<file path="src/rtl/graph_bfs_hop_distance_defines.svh">
// ----------------------------------------------------------------------------
// Assertion macros for the BFS hop distance block
// Implication checks used by the RTL module that asserts.
// ----------------------------------------------------------------------------
`ifndef GRAPH_BFS_HOP_DISTANCE_DEFINES_SVH
`define GRAPH_BFS_HOP_DISTANCE_DEFINES_SVH

// Same-cycle implication
`define GBFS_ASSERT_IMPLY(label, clk, rst, ante, cons) \
  label: assert property (@(posedge clk) disable iff (rst) (ante) |-> (cons)) \
    else $error("%m: implication check failed");

// Next-cycle implication
`define GBFS_ASSERT_NEXT(label, clk, rst, ante, cons) \
  label: assert property (@(posedge clk) disable iff (rst) (ante) |=> (cons)) \
    else $error("%m: next-cycle check failed");

`endif

</file>
<file path="src/rtl/gbfs_pkg.sv">
// ----------------------------------------------------------------------------
// gbfs_pkg
// Shared constants, codes and types of the BFS hop distance block.
// ----------------------------------------------------------------------------
package gbfs_pkg;

  localparam int ROW_CAP          = 32;  // widest adjacency row supported
  localparam int NUM_VERTICES_DEF = 32;
  localparam int VW               = 5;   // vertex and distance field width
  localparam int CW               = 6;   // vertex count width
  localparam int OPW              = 2;
  localparam int STW              = 2;

  localparam logic [OPW-1:0] OP_CLEAR  = 2'd0;
  localparam logic [OPW-1:0] OP_ADD    = 2'd1;
  localparam logic [OPW-1:0] OP_SEARCH = 2'd2;

  localparam logic [STW-1:0] ST_OK    = 2'd0;
  localparam logic [STW-1:0] ST_RANGE = 2'd1;
  localparam logic [STW-1:0] ST_DUP   = 2'd2;

  localparam logic [CW-1:0] VERTEX_COUNT_RST = 6'd32;

  typedef struct packed {
    logic clear;
    logic wr_en;
  } adj_cmd_t;

endpackage

</file>
<file path="src/rtl/graph_bfs_hop_distance.sv">
// Clear and rejected requests: one status result the cycle after acceptance.
// Add edge: one status result after a read-modify-write of each end's row; a duplicate stops at the first.
// Search: one result per vertex in use, the last flagged by last; adjacency rows are read through
// the single adjacency read port, one row per dequeued vertex, one neighbour a cycle.
// busy is high while an add or search holds the state machine; one request at a time.
// Synchronous reset empties the graph, clears the visit marks and sets the count to 32.
`include "graph_bfs_hop_distance_defines.svh"
// ----------------------------------------------------------------------------
// graph_bfs_hop_distance
// Adjacency-bit graph store with breadth-first hop distance search.
// ----------------------------------------------------------------------------
module graph_bfs_hop_distance #(
  parameter int NUM_VERTICES = gbfs_pkg::NUM_VERTICES_DEF
) (
  input  logic                     clk,
  input  logic                     rst,
  input  logic                     start,
  output logic                     busy,
  input  logic [gbfs_pkg::OPW-1:0] opcode,
  input  logic [gbfs_pkg::VW-1:0]  first_vertex,
  input  logic [gbfs_pkg::VW-1:0]  second_vertex,
  input  logic                     cfg_valid,
  output logic                     cfg_ready,
  input  logic [gbfs_pkg::CW-1:0]  cfg_data,
  output logic                     result_valid,
  output logic [gbfs_pkg::VW-1:0]  vertex_index,
  output logic [gbfs_pkg::VW-1:0]  hop_distance,
  output logic                     reachable,
  output logic [gbfs_pkg::STW-1:0] status,
  output logic                     last
);
  import gbfs_pkg::*;

  localparam int ROWS = (NUM_VERTICES < ROW_CAP) ? NUM_VERTICES : ROW_CAP;
  localparam int AW   = $clog2(ROWS);
  localparam int PW   = AW + 1;
  localparam logic [CW-1:0] ROWS_C = CW'(ROWS);

  typedef enum logic [8:0] {
    S_IDLE       = 9'b000000001,
    S_EDGE_CHK   = 9'b000000010,
    S_EDGE_SET_B = 9'b000000100,
    S_BFS_POP    = 9'b000001000,
    S_BFS_ROW    = 9'b000010000,
    S_BFS_LOAD   = 9'b000100000,
    S_BFS_SCAN   = 9'b001000000,
    S_EMIT       = 9'b010000000,
    S_DRAIN      = 9'b100000000
  } state_t;

  state_t          state, state_next;
  logic [CW-1:0]   vertex_count;
  logic [AW-1:0]   op_a, op_b;
  logic [PW-1:0]   head, tail, level_end;
  logic [VW-1:0]   level;
  logic [ROWS-1:0] nbrs, visit;
  logic [VW-1:0]   emit_v;
  logic            p1_valid, p1_seen, p1_last;
  logic [VW-1:0]   p1_v;

  logic [CW-1:0]   n_use;
  logic [ROWS-1:0] row_mask;
  logic            accept, a_bad, b_bad;
  logic [ROWS-1:0] low_bit;
  logic [AW-1:0]   low_idx;

  adj_cmd_t        adj_cmd;
  logic [AW-1:0]   adj_wr_addr, adj_rd_addr;
  logic [ROWS-1:0] adj_wr_data, adj_row;
  logic            q_we;
  logic [AW-1:0]   q_wr_addr, q_wr_data, q_rd_data;
  logic            d_we;
  logic [AW-1:0]   d_wr_addr;
  logic [VW-1:0]   d_wr_data, d_rd_data;
  logic            st_emit;
  logic [STW-1:0]  st_code;

  assign busy      = (state != S_IDLE);
  assign cfg_ready = 1'b1;
  assign accept    = start && !busy;
  assign n_use     = (vertex_count > ROWS_C) ? ROWS_C : vertex_count;
  assign a_bad     = ({1'b0, first_vertex} >= n_use);
  assign b_bad     = ({1'b0, second_vertex} >= n_use);

  always_comb begin
    for (int i = 0; i < ROWS; i++) begin
      row_mask[i] = (CW'(i) < n_use);
    end
  end

  // lowest pending neighbour
  assign low_bit = nbrs & (~nbrs + ROWS'(1));
  always_comb begin
    low_idx = '0;
    for (int i = 0; i < ROWS; i++) begin
      low_idx = low_idx | (low_bit[i] ? AW'(i) : AW'(0));
    end
  end

  always_comb begin
    state_next  = state;
    adj_cmd     = '0;
    adj_wr_addr = op_a;
    adj_wr_data = adj_row | (ROWS'(1) << op_b);
    adj_rd_addr = op_b;
    q_we        = 1'b0;
    q_wr_addr   = tail[AW-1:0];
    q_wr_data   = low_idx;
    d_we        = 1'b0;
    d_wr_addr   = low_idx;
    d_wr_data   = level + VW'(1);
    st_emit     = 1'b0;
    st_code     = ST_OK;
    unique case (state)
      S_IDLE: begin
        adj_rd_addr = first_vertex[AW-1:0];
        if (accept) begin
          unique case (opcode)
            OP_CLEAR: begin
              adj_cmd.clear = 1'b1;
              st_emit       = 1'b1;
            end
            OP_ADD: begin
              if (a_bad || b_bad) begin
                st_emit = 1'b1;
                st_code = ST_RANGE;
              end else begin
                state_next = S_EDGE_CHK;
              end
            end
            OP_SEARCH: begin
              if (a_bad) begin
                st_emit = 1'b1;
                st_code = ST_RANGE;
              end else begin
                q_we       = 1'b1;
                q_wr_addr  = '0;
                q_wr_data  = first_vertex[AW-1:0];
                d_we       = 1'b1;
                d_wr_addr  = first_vertex[AW-1:0];
                d_wr_data  = '0;
                state_next = S_BFS_POP;
              end
            end
            default: ;
          endcase
        end
      end
      S_EDGE_CHK: begin
        // row of the first end is back from the store
        if (adj_row[op_b]) begin
          st_emit    = 1'b1;
          st_code    = ST_DUP;
          state_next = S_IDLE;
        end else begin
          adj_cmd.wr_en = 1'b1;
          state_next    = S_EDGE_SET_B;
        end
      end
      S_EDGE_SET_B: begin
        adj_cmd.wr_en = 1'b1;
        adj_wr_addr   = op_b;
        adj_wr_data   = adj_row | (ROWS'(1) << op_a);
        st_emit       = 1'b1;
        state_next    = S_IDLE;
      end
      S_BFS_POP: begin
        state_next = (head == tail) ? S_EMIT : S_BFS_ROW;
      end
      S_BFS_ROW: begin
        adj_rd_addr = q_rd_data;
        state_next  = S_BFS_LOAD;
      end
      S_BFS_LOAD: begin
        state_next = S_BFS_SCAN;
      end
      S_BFS_SCAN: begin
        if (nbrs == '0) begin
          state_next = S_BFS_POP;
        end else begin
          q_we = 1'b1;
          d_we = 1'b1;
        end
      end
      S_EMIT: begin
        if (({1'b0, emit_v} + CW'(1)) == n_use) begin
          state_next = S_DRAIN;
        end
      end
      S_DRAIN: begin
        state_next = S_IDLE;
      end
      default: state_next = S_IDLE;
    endcase
  end

  always_ff @(posedge clk) begin
    if (rst) begin
      state        <= S_IDLE;
      vertex_count <= VERTEX_COUNT_RST;
      visit        <= '0;
      head         <= '0;
      tail         <= '0;
      p1_valid     <= 1'b0;
      result_valid <= 1'b0;
    end else begin
      state <= state_next;
      if (cfg_valid && cfg_ready) begin
        vertex_count <= cfg_data;
      end
      if (state == S_IDLE && accept && opcode == OP_SEARCH && !a_bad) begin
        visit <= ROWS'(1) << first_vertex[AW-1:0];
        head  <= '0;
        tail  <= PW'(1);
      end
      if (state == S_BFS_POP && head != tail) begin
        head <= head + PW'(1);
      end
      if (state == S_BFS_SCAN && nbrs != '0) begin
        visit <= visit | low_bit;
        tail  <= tail + PW'(1);
      end
      p1_valid     <= (state == S_EMIT);
      result_valid <= p1_valid || st_emit;
    end
  end

  always_ff @(posedge clk) begin
    if (state == S_IDLE && accept) begin
      op_a      <= first_vertex[AW-1:0];
      op_b      <= second_vertex[AW-1:0];
      level     <= '0;
      level_end <= PW'(1);
    end
    // entering a new level of the queue
    if (state == S_BFS_POP && head != tail && head == level_end) begin
      level     <= level + VW'(1);
      level_end <= tail;
    end
    if (state == S_BFS_LOAD) begin
      nbrs <= adj_row & row_mask & ~visit;
    end
    if (state == S_BFS_SCAN) begin
      nbrs <= nbrs & ~low_bit;
    end
    if (state == S_BFS_POP) begin
      emit_v <= '0;
    end
    if (state == S_EMIT) begin
      emit_v  <= emit_v + VW'(1);
      p1_v    <= emit_v;
      p1_seen <= visit[emit_v[AW-1:0]];
      p1_last <= (({1'b0, emit_v} + CW'(1)) == n_use);
    end
    if (p1_valid) begin
      vertex_index <= p1_v;
      hop_distance <= p1_seen ? d_rd_data : '0;
      reachable    <= p1_seen;
      status       <= ST_OK;
      last         <= p1_last;
    end else if (st_emit) begin
      vertex_index <= '0;
      hop_distance <= '0;
      reachable    <= 1'b0;
      status       <= st_code;
      last         <= 1'b1;
    end
  end

  gbfs_adj_mem #(
    .ROWS (ROWS),
    .AW   (AW)
  ) u_adj_mem (
    .clk     (clk),
    .rst     (rst),
    .cmd     (adj_cmd),
    .wr_addr (adj_wr_addr),
    .wr_data (adj_wr_data),
    .rd_addr (adj_rd_addr),
    .rd_row  (adj_row)
  );

  gbfs_ram #(
    .W  (AW),
    .D  (ROWS),
    .AW (AW)
  ) u_queue (
    .clk     (clk),
    .wr_en   (q_we),
    .wr_addr (q_wr_addr),
    .wr_data (q_wr_data),
    .rd_addr (head[AW-1:0]),
    .rd_data (q_rd_data)
  );

  gbfs_ram #(
    .W  (VW),
    .D  (ROWS),
    .AW (AW)
  ) u_dist (
    .clk     (clk),
    .wr_en   (d_we),
    .wr_addr (d_wr_addr),
    .wr_data (d_wr_data),
    .rd_addr (emit_v[AW-1:0]),
    .rd_data (d_rd_data)
  );

  `GBFS_ASSERT_IMPLY(a_queue_bound, clk, rst, 1'b1, (head <= tail) && (tail <= PW'(ROWS)))
  `GBFS_ASSERT_IMPLY(a_scan_unvisited, clk, rst, state == S_BFS_SCAN, (low_bit & visit) == '0)
  `GBFS_ASSERT_IMPLY(a_status_single, clk, rst, result_valid && status != ST_OK, last && !reachable)
  `GBFS_ASSERT_NEXT(a_edge_done, clk, rst, state == S_EDGE_SET_B, result_valid && status == ST_OK)

endmodule

</file>
<file path="src/rtl/gbfs_ram.sv">
// ----------------------------------------------------------------------------
// gbfs_ram
// Simple dual-port RAM, one write and one registered read per cycle.
// ----------------------------------------------------------------------------
module gbfs_ram #(
  parameter int W  = gbfs_pkg::VW,
  parameter int D  = gbfs_pkg::ROW_CAP,
  parameter int AW = $clog2(D)
) (
  input  logic          clk,
  input  logic          wr_en,
  input  logic [AW-1:0] wr_addr,
  input  logic [W-1:0]  wr_data,
  input  logic [AW-1:0] rd_addr,
  output logic [W-1:0]  rd_data
);
  import gbfs_pkg::*;

  logic [W-1:0] mem [D];

  always_ff @(posedge clk) begin
    if (wr_en) begin
      mem[wr_addr] <= wr_data;
    end
    rd_data <= mem[rd_addr];
  end

endmodule

</file>
<file path="src/rtl/gbfs_adj_mem.sv">
// ----------------------------------------------------------------------------
// gbfs_adj_mem
// Adjacency row store with per-row valid bits; an invalid row reads as empty.
// ----------------------------------------------------------------------------
module gbfs_adj_mem #(
  parameter int ROWS = gbfs_pkg::ROW_CAP,
  parameter int AW   = $clog2(ROWS)
) (
  input  logic               clk,
  input  logic               rst,
  input  gbfs_pkg::adj_cmd_t cmd,
  input  logic [AW-1:0]      wr_addr,
  input  logic [ROWS-1:0]    wr_data,
  input  logic [AW-1:0]      rd_addr,
  output logic [ROWS-1:0]    rd_row
);
  import gbfs_pkg::*;

  logic [ROWS-1:0] mem [ROWS];
  logic [ROWS-1:0] row_valid;
  logic [ROWS-1:0] rd_data;
  logic            rd_valid;

  always_ff @(posedge clk) begin
    if (cmd.wr_en) begin
      mem[wr_addr] <= wr_data;
    end
    rd_data <= mem[rd_addr];
  end

  // clear drops every valid bit at once
  always_ff @(posedge clk) begin
    if (rst || cmd.clear) begin
      row_valid <= '0;
    end else if (cmd.wr_en) begin
      row_valid[wr_addr] <= 1'b1;
    end
  end

  always_ff @(posedge clk) begin
    if (rst) begin
      rd_valid <= 1'b0;
    end else begin
      rd_valid <= row_valid[rd_addr];
    end
  end

  assign rd_row = rd_valid ? rd_data : '0;

endmodule
</file>
<file path="config.mk">
export PLATFORM = sky130hd
export DESIGN_NAME = graph_bfs_hop_distance
export DESIGN_NICKNAME = d
export VERILOG_FILES = /design/src/rtl/gbfs_pkg.sv /design/src/rtl/graph_bfs_hop_distance.sv /design/src/rtl/gbfs_ram.sv /design/src/rtl/gbfs_adj_mem.sv
export VERILOG_INCLUDE_DIRS = /design/src /design/src/rtl
export SDC_FILE = /design/constraint.sdc
export NUM_CORES = 2
export LEC_CHECK = 0
export BUFFER_PORTS_ARGS = -buffer_cell sky130_fd_sc_hd__clkbuf_2
export CAP_MARGIN = 15
export CORE_MARGIN = 10
export CORE_UTILIZATION = 63
export CTS_CLUSTER_SIZE = 24
export DETAILED_ROUTE_END_ITERATION = 10
export GPL_TIMING_DRIVEN = 0
export PLACE_DENSITY = 0.79
export SLEW_MARGIN = 15
export SYNTH_ARGS = -nofsm -noshare
export SYNTH_HDL_FRONTEND = slang
export SYNTH_SLANG_ARGS = --single-unit
export TNS_END_PERCENT = 10
</file>
<file path="constraint.sdc">
create_clock -name clk -period 5.8 [get_ports clk]
set_input_delay 0.29 -clock clk [delete_from_list [all_inputs] [get_ports clk]]
set_output_delay 0.29 -clock clk [all_outputs]
set_load 0.005 [all_outputs]
</file>
### Yosys cells after proc, flatten, opt, wreduce, memory -nomap -nowiden

Memories as Yosys holds them, arrays and structs flattened. A register that Yosys moved wholly into a read port is not among the register bits.
Index checks and enable logic that the tools add are counted.

| storage, ports and cells | value |
|---|---|
| logic and storage cells | 273 |
| flip-flop bits (word level) | 173 |
| output and inout port bits | 17 |
| memories | 3 |
| memory bits (writable) | 1344 |
| input port bits | 22 |

Memories:

| name | words | width | rd ports | clocked after memory_dff | wr ports | line | RTL |
|---|---|---|---|---|---|---|---|
| u_adj_mem.mem | 32 | 32 | 1 | 1 | 1 | gbfs_adj_mem.sv:19 | `logic [ROWS-1:0] mem [ROWS];` |
| u_dist.mem | 32 | 5 | 1 | 1 | 1 | gbfs_ram.sv:19 | `logic [W-1:0] mem [D];` |
| u_queue.mem | 32 | 5 | 1 | 1 | 1 | gbfs_ram.sv:19 |  |

| cells by class | value |
|---|---|
| eq/ne operators | 21 |
| add/subtract/negate cells | 6 |
| magnitude comparators | 40 |
| shift operators | 3 |
| muxes and demuxes | 113 |
| bitwise gates (word level) | 41 |
| reductions and logical operators | 23 |

Operators with widths:

| cell | number |
|---|---|
| $mux 32 | 6 |
| $mux 5 | 37 |
| $and 32x32->32 | 4 |
| $or 32x32->32 | 4 |
| $lt 5x6->1 const A | 16 |
| $not 32->32 | 3 |
| $shl 1x5->32 const A | 3 |
| $or 5x5->5 | 15 |
| $pmux 9 s7 | 1 |
| $lt 4x6->1 const A | 8 |
| $mux 9 | 5 |
| $mux 6 | 7 |
| $add 32x1->32 const B | 1 |
| $logic_not 32->1 | 1 |
| $mux 4 | 8 |
| $reduce_bool 32->1 | 1 |
| $mux 1 | 28 |
| $or 4x4->4 | 7 |
| $lt 3x6->1 const A | 4 |
| $lt 5x6->1 const B | 4 |
| $eq 6x6->1 | 3 |
| $pmux 9 s2 | 1 |
| $bmux 1 s5 | 3 |
| $mux 3 | 5 |
| other kinds (42) | 72 |

### Logic depth before layout (Yosys ltp)

| logic depth | value |
|---|---|
| depth after elaboration | 38 |
| depth in mapped cells | 14 |
| mapped depth without buffers | 12 |

### By module

A second synthesis with hierarchy kept.

| second synthesis, totals | value |
|---|---|
| cells, all modules | 3192 |
| area total of the unflattened synthesis | 62403.6 um2 |

By module, submodules not included:

| module | cells each | area an instance (um2) | times used |
|---|---|---|---|
| gbfs_adj_mem | 1659 | 40966.8 | 1 |
| gbfs_ram | 277 | 6344.8 | 2 |
| graph_bfs_hop_distance | 979 | 8747.1 | 1 |

### Worst setup path before layout

No wires, ideal clock.

| path | value |
|---|---|
| path type | register -> register |
| from | reg op_b[0] |
| to | mem u_adj_mem.mem[11][0] (netlist bit) (enable) |
| path slack | 1.439 ns |
| library setup time | 0.423 ns |
| arrival | 3.938 ns |
| cell stages (with the launch flop) | 10 |
| clock period less this slack | 4.361 ns |
| cells stage by stage | edfxtp_1 -> clkbuf_1 -> buf_2 -> mux4_2 -> mux4_2 -> mux2i_1 -> nor2b_1 -> nor2_1 -> a31oi_1 -> nor2_1 |

| on the way | value |
|---|---|
| cells in the longest elaborated chain, start to end | 6 |

RTL lines:

| what | line | RTL |
|---|---|---|
| start, declared | graph_bfs_hop_distance.sv:53 | `logic [AW-1:0] op_a, op_b;` |
| start signal, assigned | graph_bfs_hop_distance.sv:231 | `op_b <= second_vertex[AW-1:0];` |
| $bmux 1 s5 | graph_bfs_hop_distance.sv:151 | `if (adj_row[op_b]) begin` |
| $mux 1 (implied by the code) | graph_bfs_hop_distance.sv:151 |  |
| $mux 1 | graph_bfs_hop_distance.sv:151 |  |
| $pmux 1 s2 | graph_bfs_hop_distance.sv:114 | `unique case (state)` |
| $mux 1 | gbfs_adj_mem.sv:25 | `if (cmd.wr_en) begin` |
| $mux 1 (implied by the code) | gbfs_adj_mem.sv:26 | `mem[wr_addr] <= wr_data;` |
| end, declared | gbfs_adj_mem.sv:19 |  |

Parallel ways exist; a longest one is shown, timed or not. The select of a mux whose other input is x is not followed.

### Worst setup path in the final report

| path | value |
|---|---|
| from | reg op_b[1] |
| to | reg u_adj_mem.rd_data[13] (read register of u_adj_mem.mem) |

| on the way | value |
|---|---|
| cells in the longest elaborated chain, start to end | 1 |

RTL lines:

| what | line | RTL |
|---|---|---|
| $pmux 5 s2 | graph_bfs_hop_distance.sv:114 |  |
| end, declared | gbfs_adj_mem.sv:21 | `logic [ROWS-1:0] rd_data;` |

No other way between the ends.
A chain may end at the register's enable or synchronous reset.

==> metrics.md <==
| Metric | Value |
|---|---|
| Most repeated library cell on the critical path | clkbuf_1 |
| Least-Margin Pin Slew | between 1 and 1.5 ns |
| Total Routed Length | 201000 microns |
| Crit path largest cell delay | around 1.1 ns |
| Synthesis Warnings | 0 |
| Die H | between 300 and 400 microns |
| Worst-path cell chain | clkbuf_1, clkbuf_1, o21ai_0, nand4_1, clkbuf_1, buf_2, buf_2, clkbuf_1, nand3_1, a311oi_1, nor4_1 |
| Largest net degree at the start of global routing | 42 |
| Setup Viol. Count Final | 0 |
| Std cell rows | around 120 |
| Main flop type after synthesis | edfxtp_1 |
| Initial Utilization | 0.633 |
| Sequential fraction of the synthesis area | 0.708 |
| Hold violation total from the final report | 0 |
| Clock tree from TritonCTS | built |
| Class of the worst hold path | in -> reg |
| Asr flop ratio synth | 0 |
| Avg Synthesized Cell Area | roughly 13 sq um |
| First-pass GRT wire length | 290000 microns |
| Final weighted congestion in routability-driven placement | between 1 and 1.5 |
| Per-cell via count in the routed design | 6.85 |
| Count of boundary I/O pins | 39 |
| Number of synthesized flops with an enable pin | 1421 |
| Bufs on Longest Clock Path | 3 |
| Most frequent standard cell in the layout excluding fill and tap cells | edfxtp_1 |
| Top achievable clock speed | ~0.17 GHz |
| Launch point of the worst hold path | cfg_valid |
| Vias | 45.4k |
| Drt first pass iters | 11 |
| Placed wire-length estimate after detailed placement | approximately 130000 microns |
| Critical path peak fanout | 10 |
| Post-CTS setup buffers | 0 |
| Number of DRC markers after the initial detailed-route iteration | 7373 |
| TritonCTS sink count | about 1.6k |
| Share of cells above drive strength 1 | 0.125 |
| Tot Pwr | ~32 mW |
| Flops & latches, synth | 1559 |
| Final core utilization | 0.719 |
| Power density cells | around 430 nW/um^2 |
| Worst-case vdd ir drop | 0.323 mV |
| Die area | about 120000 sq um |
| Worst Path Arrival | about 6.3 ns |
| Synth-to-Final Area Change | 13.7% |
| Overall Global Routing Usage | 0.340 |
| Slowest library cell on the worst path | a311oi_1 |
| Final #Nets | slightly above 5k |
| Area of the core region | a little over 100000 sq um |
| Type of origin of the critical path | flip-flop |
| Initial antenna violation count | 8 |
| CP Launch Point | op_b[1]$_DFFE_PP_ |
| Worst reg2reg path startpoint | op_b[1]$_DFFE_PP_ |
| Status | finished with violations |
| Vias in the first global route | between 40k and 50k |
| Total nets after synthesis | roughly 4.9k |
| CTS Root Buffer Type | clkbuf_16 |
| Deepest level of the CTS H-tree | 4 |
| Pins Over Slew Limit | 0 |
| Number of placed cells counting well taps | around 6.3k |
| Final worst path period share | 0.987 |
| Most used cells in the layout excluding fill and tap cells | edfxtp_1, nand2_1, nand3_1 |
| X dimension of the die | approximately 340 microns |
| Unrepaired setup endpoints after global routing | no |
| Leakage dissipation | roughly 25 nW |
| Count of mapped cells out of synthesis | ~4.9k |
| Number of buffers created by CTS | between 150 and 200 |
| Number of DRC violations after detailed routing | 2 |
| Max-capacitance violation count | 0 |
| Remaining global-route overflow | 0 |
| Failing checks | design-rule violations |
| Final min period | roughly 5.7 ns |
| Count of nets left with antenna violations after detail routing | 0 |
| Clock skew after layout | between 0.03 and 0.04 ns |
| Slew Limit Headroom | 0.0727 |
| Data required time of the critical path | 6.38 ns |
| Setup CP Type | reg -> reg |
| Cell area after synthesis | around 64000 sq um |
| Number of unique standard cell types used by synthesis | 85 |
| Average wire per standard cell | a little over 30 microns |
| Kind of end point of the critical path | flip-flop |
| Count of port buffers added during placement | 35 |
| CTS clk-pin slew, worst paths | around 0.06 ns |
| Clock network latency to the later pin of the worst-skew pair | 0.81 ns |
| Final instance count without filler cells | approximately 6.6k |
[routing by layer]
metal | wire length (microns) | track usage | vias up | part of all wire
met5 | 55 | 0 | - | 0.00027
met4 | 15400 | 0.217 | 8 | 0.077
met3 | 26000 | 0.102 | 907 | 0.13
met2 | 92700 | 0.534 | 3840 | 0.46
met1 | 66400 | 0.409 | 21900 | 0.33
li1 | - | - | 18700 | -
[worst paths after layout]
check / endpoint / slack (ns) / cells past startpoint
worst max-delay path: u_adj_mem.rd_data[13]$_DFF_P_ / 0.07 / 11
worst min-delay path: vertex_count[5]$_SDFFE_PP1P_ / 0.02 / 2
worst max register to register: u_adj_mem.rd_data[13]$_DFF_P_ / 0.07 / 11
worst min register to register: p1_v[4]$_DFFE_PP_ / 0.46 / 0
[registers in the layout (all words and copies together), names as in the netlist, 6 cells and up]
| register | count |
|---|---|
| u_adj_mem.rd_data | 32 |
| tail | 6 |
| vertex_count | 6 |
| visit | 32 |
| state | 9 |
| u_dist.mem | 160 |
| u_adj_mem.mem | 1024 |
| u_adj_mem.row_valid | 32 |
| u_queue.mem | 160 |
| head | 6 |
| level_end | 6 |
| nbrs | 32 |
[critical path: cells and delay by family (launching register included)]
kind	cells	cell delay (ns)
buf+inv	6	2.88
compound gates	2	1.29
simple gates	3	1.00
flops	1	0.33
[final cells by class]
class                   count  area (sq um)
clock inverters            86           818
plain buffers             322          1370
clock buffers             190          4000
multi-input cells        2964         17800
fillers                  6199         28500
well taps                1368          1710
inverters                  28           105
flip-flops and latches   1559         45400
repair buffers            110          1730
diodes                      3          7.51
[power breakdown]
| group | switching, mW | total, mW | internal [mW] |
|---|---|---|---|
| clock | 4.40 | 9.64 | 5.23 |
| sequential | 0.342 | 13.6 | 13.3 |
| combinational | 6.40 | 8.43 | 2.03 |
| total | 11.1 | 31.7 | 20.5 |
[cells in the mapped netlist, types with 5 or more instances]
master    number  area share
a211oi_1      47      0.0055
a21o_1         5     0.00058
clkbuf_1     212       0.012
or3_1         13      0.0013
edfxtp_1    1421        0.66
mux2_2        12      0.0021
and2_1        22      0.0021
nor4_1        53      0.0052
or4_1         40      0.0047
nand2_1     1189       0.070
a31oi_1       31      0.0030
dfxtp_1      138       0.043
a21oi_1      143       0.011
xnor2_1       14      0.0019
o21a_1        41      0.0048
nand3_1      525       0.041
o211ai_1       5     0.00058
buf_2         79      0.0062
o21ai_1        6     0.00047
nor2_1       167      0.0098
nor3b_1       10      0.0012
nand2b_1      18      0.0018
a21boi_0      65      0.0076
mux4_2       120       0.042
xor2_1         9      0.0012
nand4b_1      19      0.0026
o21ai_0       54      0.0042
nand4_1       20      0.0019
a311oi_1      69      0.0094
nor3_1        48      0.0037
and3_1        45      0.0044
nor2b_1       23      0.0022
a22o_1        16      0.0022
o31ai_1        6     0.00070
buf_4          8     0.00094
nand3b_1      22      0.0026
mux2i_1        7      0.0011
buf_1         19      0.0011
inv_1         27      0.0016
ha_1          18      0.0035
[cell families (layout without fill, tap and decap cells)]
| family | count (synthesis) | after routing | share of synthesized area |
|---|---|---|---|
| compound gates | 535 | 535 | 0.0577 |
| xor+xnor | 23 | 23 | 0.00314 |
| fa+ha+maj | 18 | 18 | 0.00351 |
| buf+inv | 350 | 736 | 0.0229 |
| flops | 1559 | 1559 | 0.708 |
| mux | 139 | 139 | 0.0453 |
| other cells | 1 | 4 | 0.0000584 |
| simple gates | 2248 | 2248 | 0.160 |
[repair_timing]
item	4_1_cts	5_1_grt
gates resized for setup	0	0
hold endpoints to repair	17	0
hold buffers	17	0
[stage by stage]
stage / TNS, ns / hold WS (ns) / worst slack, ns / area [sq um]
2_1_floorplan: 0 / 0.389 / 1.44 / 64200
3_3_place_gp: -722.90 / 0.428 / -1.55 / 66100
3_5_place_dp: 0 / 0.434 / 0.531 / 67900
4_1_cts: 0 / 0.000592 / 0.513 / 72900
5_1_grt: 0 / 0.0340 / 0.195 / 73000
6_report: 0 / 0.0188 / 0.0740 / 73000
(Power assumes the default switching activity.)
